--- config.mk ---
export PLATFORM = sky130hd
export DESIGN_NAME = tfn_scale
export DESIGN_NICKNAME = d
export VERILOG_FILES = /design/src/tfn_pkg.sv /design/src/tfn_scale.sv
export SDC_FILE = /design/constraint.sdc
export NUM_CORES = 2
export LEC_CHECK = 0
export ABC_AREA = 1
export BUFFER_PORTS_ARGS = -buffer_cell sky130_fd_sc_hd__buf_2
export CAP_MARGIN = 10
export CORE_ASPECT_RATIO = 1.1
export CORE_UTILIZATION = 54
export DETAILED_ROUTE_END_ITERATION = 16
export PLACE_DENSITY_LB_ADDON = 0.1
export SLEW_MARGIN = 15
export SYNTH_ARGS = -nofsm -noshare
export SYNTH_HDL_FRONTEND = slang
export SYNTH_SLANG_ARGS = --single-unit
--- constraint.sdc ---
create_clock -name clk_i -period 10.83 [get_ports clk_i]
set_input_delay 0.5415 -clock clk_i [delete_from_list [all_inputs] [get_ports clk_i]]
set_output_delay 0.5415 -clock clk_i [all_outputs]
set_load 0.005 [all_outputs]
--- src/tfn_pkg.sv ---
// shared types and constants of the triangle face normal unit
// no dependencies; every other file but tfn_stream_if imports this package
package tfn_pkg;

  localparam int POS_W   = 16;
  localparam int IDX_W   = 16;
  localparam int EDGE_W  = POS_W + 1;
  localparam int PROD_W  = 2 * EDGE_W;
  localparam int CROSS_W = PROD_W + 1;
  localparam int MAG_W   = PROD_W;
  localparam int R_W     = 15;
  localparam int SQ_W    = 2 * R_W;
  localparam int SUM_W   = SQ_W + 2;
  localparam int Q_W     = 15;
  localparam int ACC_W   = 64;
  localparam int VAL_W   = ACC_W + 2;
  localparam int NUM_W   = SQ_W + 30;
  localparam int SHIFT_W = 5;
  localparam int NORM_W  = 16;

  localparam int LAT_CROSS = 3;
  localparam int LAT_SCALE = 6;
  localparam int LAT_RDIV  = 2 * Q_W;

  typedef struct packed {
    logic [IDX_W-1:0]        index_a;
    logic [IDX_W-1:0]        index_b;
    logic [IDX_W-1:0]        index_c;
    logic signed [POS_W-1:0] a_x;
    logic signed [POS_W-1:0] a_y;
    logic signed [POS_W-1:0] a_z;
    logic signed [POS_W-1:0] b_x;
    logic signed [POS_W-1:0] b_y;
    logic signed [POS_W-1:0] b_z;
    logic signed [POS_W-1:0] c_x;
    logic signed [POS_W-1:0] c_y;
    logic signed [POS_W-1:0] c_z;
  } in_word_t;

  typedef struct packed {
    logic [IDX_W-1:0]         out_index_a;
    logic [IDX_W-1:0]         out_index_b;
    logic [IDX_W-1:0]         out_index_c;
    logic signed [NORM_W-1:0] normal_x;
    logic signed [NORM_W-1:0] normal_y;
    logic signed [NORM_W-1:0] normal_z;
    logic                     degenerate;
  } out_word_t;

  typedef struct packed {
    logic       deg;
    logic [2:0] neg;
  } flags_t;

  typedef struct packed {
    logic [IDX_W-1:0] a;
    logic [IDX_W-1:0] b;
    logic [IDX_W-1:0] c;
  } idx_t;

  typedef struct packed {
    logic [ACC_W-1:0] acc_a;
    logic [ACC_W-1:0] acc_b;
    logic [Q_W-1:0]   q;
    logic [NUM_W-1:0] num;
    logic [SUM_W-1:0] sum;
  } rdiv_t;

endpackage

--- src/tfn_scale.sv ---
// magnitudes, block shift to 15 bits, squares and their sum
// depends on tfn_pkg; six register stages
module tfn_scale (
  input  logic                                clk_i,
  input  logic                                adv_i,
  input  logic signed [tfn_pkg::CROSS_W-1:0] n_i [3],
  output logic [tfn_pkg::SQ_W-1:0]           r2_o [3],
  output logic [tfn_pkg::SUM_W-1:0]          sum_o,
  output tfn_pkg::flags_t                    flags_o
);
  import tfn_pkg::*;

  logic [MAG_W-1:0]   mag4_q [3];
  logic [MAG_W-1:0]   mag5_q [3];
  logic [MAG_W-1:0]   mag6_q [3];
  logic [MAG_W-1:0]   max5_q;
  logic [SHIFT_W-1:0] shift6_q;
  logic [R_W-1:0]     r7_q   [3];
  logic [SQ_W-1:0]    r2_8_q [3];
  logic [SQ_W-1:0]    r2_9_q [3];
  logic [SUM_W-1:0]   sum9_q;
  flags_t             flags_q [LAT_SCALE];
  flags_t             flags_d;
  logic [MAG_W-1:0]   max_d;
  logic [SHIFT_W-1:0] shift_d;

  always_comb begin
    flags_d.deg = (n_i[0] == '0) && (n_i[1] == '0) && (n_i[2] == '0);
    for (int i = 0; i < 3; i++) flags_d.neg[i] = n_i[i][CROSS_W-1];
  end

  always_comb begin
    max_d = mag4_q[0];
    if (mag4_q[1] > max_d) max_d = mag4_q[1];
    if (mag4_q[2] > max_d) max_d = mag4_q[2];
  end

  // smallest shift that brings the largest magnitude below 2^15
  always_comb begin
    shift_d = '0;
    for (int b = R_W; b < MAG_W; b++) begin
      if (max5_q[b]) shift_d = SHIFT_W'(b - R_W + 1);
    end
  end

  always_ff @(posedge clk_i) begin
    if (adv_i) begin
      for (int i = 0; i < 3; i++) begin
        mag4_q[i] <= n_i[i][CROSS_W-1] ? MAG_W'(-n_i[i]) : MAG_W'(n_i[i]);
        mag5_q[i] <= mag4_q[i];
        mag6_q[i] <= mag5_q[i];
        r7_q[i]   <= R_W'(mag6_q[i] >> shift6_q);
        r2_8_q[i] <= r7_q[i] * r7_q[i];
        r2_9_q[i] <= r2_8_q[i];
      end
      max5_q   <= max_d;
      shift6_q <= shift_d;
      sum9_q   <= SUM_W'(r2_8_q[0]) + SUM_W'(r2_8_q[1]) + SUM_W'(r2_8_q[2]);
      flags_q[0] <= flags_d;
      for (int k = 1; k < LAT_SCALE; k++) flags_q[k] <= flags_q[k-1];
    end
  end

  assign r2_o    = r2_9_q;
  assign sum_o   = sum9_q;
  assign flags_o = flags_q[LAT_SCALE-1];

endmodule

After elaboration in Yosys (flattened, before gate mapping)

Memory sizes are Yosys's and may differ from the RTL's.
Cells that the tools add are included.

Flip-flop bits (word level): 161
RAM bits: 465
Input port bits: 107
Output and inout port bits: 126
Logic and storage cells: 59
Memories kept: 6

Memory list:

| name    | words | bits a word | read ports | clocked after memory_dff | wr ports | line            | RTL |
|---|---|---|---|---|---|---|---|
| mag4_q  | 3     | 34          | 3          | 0                        | 3        | tfn_scale.sv:13 | `logic [MAG_W-1:0] mag4_q [3];` |
| mag5_q  | 3     | 34          | 3          | 0                        | 3        | tfn_scale.sv:14 | `logic [MAG_W-1:0] mag5_q [3];` |
| mag6_q  | 3     | 34          | 3          | 0                        | 3        | tfn_scale.sv:15 | `logic [MAG_W-1:0] mag6_q [3];` |
| r2_8_q  | 3     | 30          | 3          | 0                        | 3        | tfn_scale.sv:19 | `logic [SQ_W-1:0] r2_8_q [3];` |
| r7_q    | 3     | 15          | 3          | 0                        | 3        | tfn_scale.sv:18 | `logic [R_W-1:0] r7_q [3];` |
| flags_q | 6     | 4           | 6          | 0                        | 6        | tfn_scale.sv:22 | `flags_t flags_q [LAT_SCALE];` |

Add/subtract/negate cells: 5
Multiply operators: 3
$lt $le $gt $ge: 2
Shift-type cells: 3
Mux-type cells: 25
Reduce and logical (&&, ||, !) cells: 7

Operators with widths:

| operator            | number |
|---|---|
| $mux W34            | 5 |
| $logic_not A35 Y1   | 3 |
| $neg A34 Y34        | 3 |
| $shr A34 B5 Y15     | 3 |
| $mul A15 B15 Y30    | 3 |
| $mux W5             | 14 |
| $gt A34 B34 Y1      | 2 |
| $add A31 B30 Y32    | 1 |
| $add A30 B30 Y31    | 1 |
| $mux W1             | 4 |
| $mux W2             | 2 |
| $reduce_or A4 Y1    | 1 |
| $logic_and A1 B1 Y1 | 2 |
| $reduce_or A2 Y1    | 1 |

Longest topological paths before layout

Depth in word-level cells: 18
Mapped depth: 31
Depth with buffers taken out: 28

Worst setup path after synthesis

No wires, ideal clock.

Path kind: register to register
Start: mem r7_q[2][12], in the netlist r7_q[0][42]
End: mem r2_8_q[0][89] (netlist name) (data pin)
Library setup time: 0.252 ns
Arrival time: 5.358 ns
Data required time: 10.578 ns
Slack: 5.219 ns
Stages on the path, launching flop included: 23
Buffers on the path: 2
Cell sequence: edfxtp_1 clkbuf_1 clkbuf_1 nand2_1 fa_1 fa_1 inv_1 fa_1 fa_1 fa_1 inv_1 fa_1 inv_1 ha_1 a21oi_1 o21ai_0 a21oi_1 o21ai_0 a21o_1 nand2_1 nand2_1 nand2_1 nand2_1

RTL lines:

| what        | line |
|---|---|
| from (decl) | tfn_scale.sv:18 |
| to (decl)   | tfn_scale.sv:19 |

==> flow_results.org <==
** Routing
- In this run the remaining antenna-violating nets after routing total 0.
- DRC violation count after routing :: 0
- In the routed layout, each cell is associated on average with a via count of around 5.2.
- Vias after detailed routing :: 34500
- In the final routed layout, each cell accounts on average for 18.0 µm.
- Total wirelength of the detailed-routed design :: around 120 mm
- For this run, the detailed router's first-pass iteration total came to 6.
- The detailed router finished its first iteration with 1946 violations.

** Clocking
- Clock-pin slew was measured on the worst setup and hold paths at 0.06 ns.
- TritonCTS built the clock tree.
- Sinks on the clock net :: 605
- Worst skew pair latency :: 0.64 ns
- Once the clock tree was built, the resizer swapped 0 gates to a different size.
- The H-tree was split into 3 levels.
- Buffers inserted during clock tree synthesis total 67.
- Number of buffers added for setup after CTS :: 0
- For this design, the CTS-stage hold fixing added 0 buffers.
- Maximum buffer depth of the clock tree :: 3
- The tree is rooted in a clkbuf_16.

** Worst setup path
- The setup path with the least slack is of type flip-flop to flip-flop.
- Launch point of the worst reg-to-reg path :: r7_q[0][10]
- Type of element launching the critical path :: flip-flop
- The worst setup path is captured at a flip-flop.
- FF-to-FF End :: r2_8_q[0][27]
- WP data arrival :: 6.41 ns
- Max FO, Critical Path :: 16
- Worst-case register-to-register setup slack :: 4.77 ns
- For the worst setup path, the data required time is 11.19 ns.
- Length in cells of the worst reg-to-reg path :: 20

** STA
- Peak Freq :: 165 MHz
- Dividing the final minimum period by the clock period gives 0.560.
- The total count of hold-check failures in the final report came to 0.
- Rel. slew slack :: 0.142
- Counting I/O delays and the setup requirement, the final critical path takes 6.06 ns.
- Max-slew violation count :: 0
- Post-route setup TNS :: 0 ns
- Worst Skew :: 0.0298 ns
- For the pin with the worst max-slew slack, the measured transition is 1.29 ns.
- Setup repair after global routing left no endpoint under its margin.
- Final setup violation count :: 0

** Global routing
- In the global route stage, overall resource usage came out at 0.266.
- The number of antenna violations at the first check in global routing was 1.
- Maximum number of pins on one net before global-route repair :: 199
- The via count of the first global-routing pass was 35400.
- Global-route wire length before repair :: 189 mm
- Sum of overflow across all layers after global routing :: 0

** Floorplan
- The region available for standard cell placement spans 89800 µm².
- Height of the die :: 319 µm
- between 200 and 250 I/O pins were placed.
- The die is approximately 290 µm wide.
- The initial utilization of the core area, before any placement, comes to 0.548.
- DIE AREA :: around 90000 µm²
- FP Rows :: 115

** Layout
- Fraction of final layout cells sized beyond drive strength 1 :: 0.0812
- In the final design database the tool counted 6299 nets.
- Relative area change from synthesis to final layout :: 8.77%
- The number of antenna diodes in the final layout is 0.

** Min path
- Start point of the worst hold path :: n_i[70]
- Along the worst hold path, the cell count comes to 1.
- For hold timing, the worst endpoint is mag4_q[0][0].
- The path class of the tightest hold or removal check is input pin to flip-flop.

** Synthesis
- After synthesis, the netlist uses 59 different library cells.
- Most numerous cell types in the synthesized netlist :: nand2_1, inv_1, edfxtp_1
- The share of synthesized area in the top cell type comes to 0.369.
- Post-synthesis average cell area :: between 9 and 10 µm²
- Most repeated cell in the gate-level netlist after synthesis :: nand2_1
- Number of enable flip-flop cells after synthesis :: between 600 and 700
- Sorting the synthesized cells by area gives the leading types as edfxtp_1, fa_1, ha_1, nand2_1, inv_1.
- For this run, the register share of the synthesized area comes to 0.369.
- Synthesis produced 5214 cells.
- For this run, asynchronously set or reset flops after synthesis account for 0.
- Flops & latches, synth :: slightly above 600
- Cell Area, Synth :: between 40000 and 50000 µm²
- Yosys printed 0 warnings.
- For this run, the leading register cell type out of synthesis is edfxtp_1.
- The biggest area contributor in the post-synthesis netlist is edfxtp_1.

** Run status
- The run finished with clean final reports.

** Run
- Across the run, the number of max-cap violations was 0.

** Place
- Detailed placement finished with a half-perimeter wire length of between 90 and 100 mm.
- In this run the tool buffered the top-level ports with 229 buffer cells.
- Weighted congestion at the end of routability-driven global placement :: 0.977
kinds of logic after synthesis:
group | Yosys count | synth area share
DFF | 605 | 0.369
xor gates and xnor gates | 213 | 0.0379
muxes | 13 | 0.00264
and+or+nand+nor | 1824 | 0.157
buffers and inverters | 1155 | 0.0914
AOI/OAI and AO/OA | 590 | 0.0680
adders and majority gates | 813 | 0.274
other | 1 | 0.0000762
sequential cells by signal (all words and copies together) (netlist names):
register and flops:
mag5_q 102, max5_q 19, flags_q 24, sum_o 32
r7_q 45, mag6_q 102, mag4_q 102, r2_o 87
shift6_q 5, r2_8_q 87
worst max-delay path, cell delays in order (launching register included):
cell and delay, ns:
edfxtp_1 0.83, nand2_1 0.21, fa_1 0.54, fa_1 0.55
inv_1 0.05, fa_1 0.50, inv_1 0.06, fa_1 0.52
inv_1 0.05, fa_1 0.47, inv_1 0.05, fa_1 0.47
inv_1 0.04, ha_1 0.32, a21o_1 0.19, o21bai_1 0.15
a21oi_1 0.19, o21ai_0 0.22, nand2_1 0.12, nand3_1 0.08
xor2_1 0.15
worst max-delay path by stage:
stage | cells after the start | start | to
3_3_place_gp | 20 | r7_q[0][10] | r2_8_q[0][27]
3_5_place_dp | 20 | r7_q[0][8] | r2_8_q[0][27]
2_1_floorplan | 22 | r7_q[0][42] | r2_8_q[0][89]
5_1_grt | 19 | r7_q[0][42] | r2_8_q[0][85]
6_report | 20 | r7_q[0][10] | r2_8_q[0][27]
4_1_cts | 20 | r7_q[0][8] | r2_8_q[0][27]
cells in the final DEF (no fill, tap or decap), types with 150 or more instances in the layout:
cell type  count
buf_2        228
inv_1        989
edfxtp_1     605
o21ai_0      249
nor2_1       241
a21oi_1      171
ha_1         371
fa_1         442
xor2_1       150
nand2_1     1186
nand3_1      232
through the flow:
step | setup slack (ns) | util | instance area (µm²) | hold WS (ns) | cells
detailed placement | 4.80 | 0.571 | 51300 | 0.405 | 6480
floorplan | 5.22 | - | 49200 | 0.400 | 5219
global route | 4.40 | 0.596 | 53500 | 0.0932 | 6602
CTS | 4.77 | 0.596 | 53500 | 0.0748 | 6602
finish | 4.77 | 0.596 | 53500 | 0.111 | 6602
global placement | 4.90 | 0.571 | 51300 | 0.401 | 6480
final cells by class:
| cell class | count | area (µm²) |
|---|---|---|
| clock buffers | 78 | 1760 |
| well taps | 1170 | 1460 |
| flip-flops and latches | 605 | 18200 |
| inverters | 1000 | 3760 |
| multi-input cells | 3459 | 26600 |
| clock inverters | 44 | 499 |
| fillers | 7875 | 36300 |
| repair buffers | 246 | 1310 |
metal layers:
layer | vias to the layer above | track usage | part of all wire
met5 | - | 0 | 0
met4 | 0 | 0.141 | 0.058
met3 | 266 | 0.0256 | 0.037
met2 | 908 | 0.460 | 0.49
met1 | 16200 | 0.326 | 0.42
li1 | 17100 | - | -
Power is not shown: default switching activity piles up to over one toggle a cycle in this logic, so the estimate is an artifact.
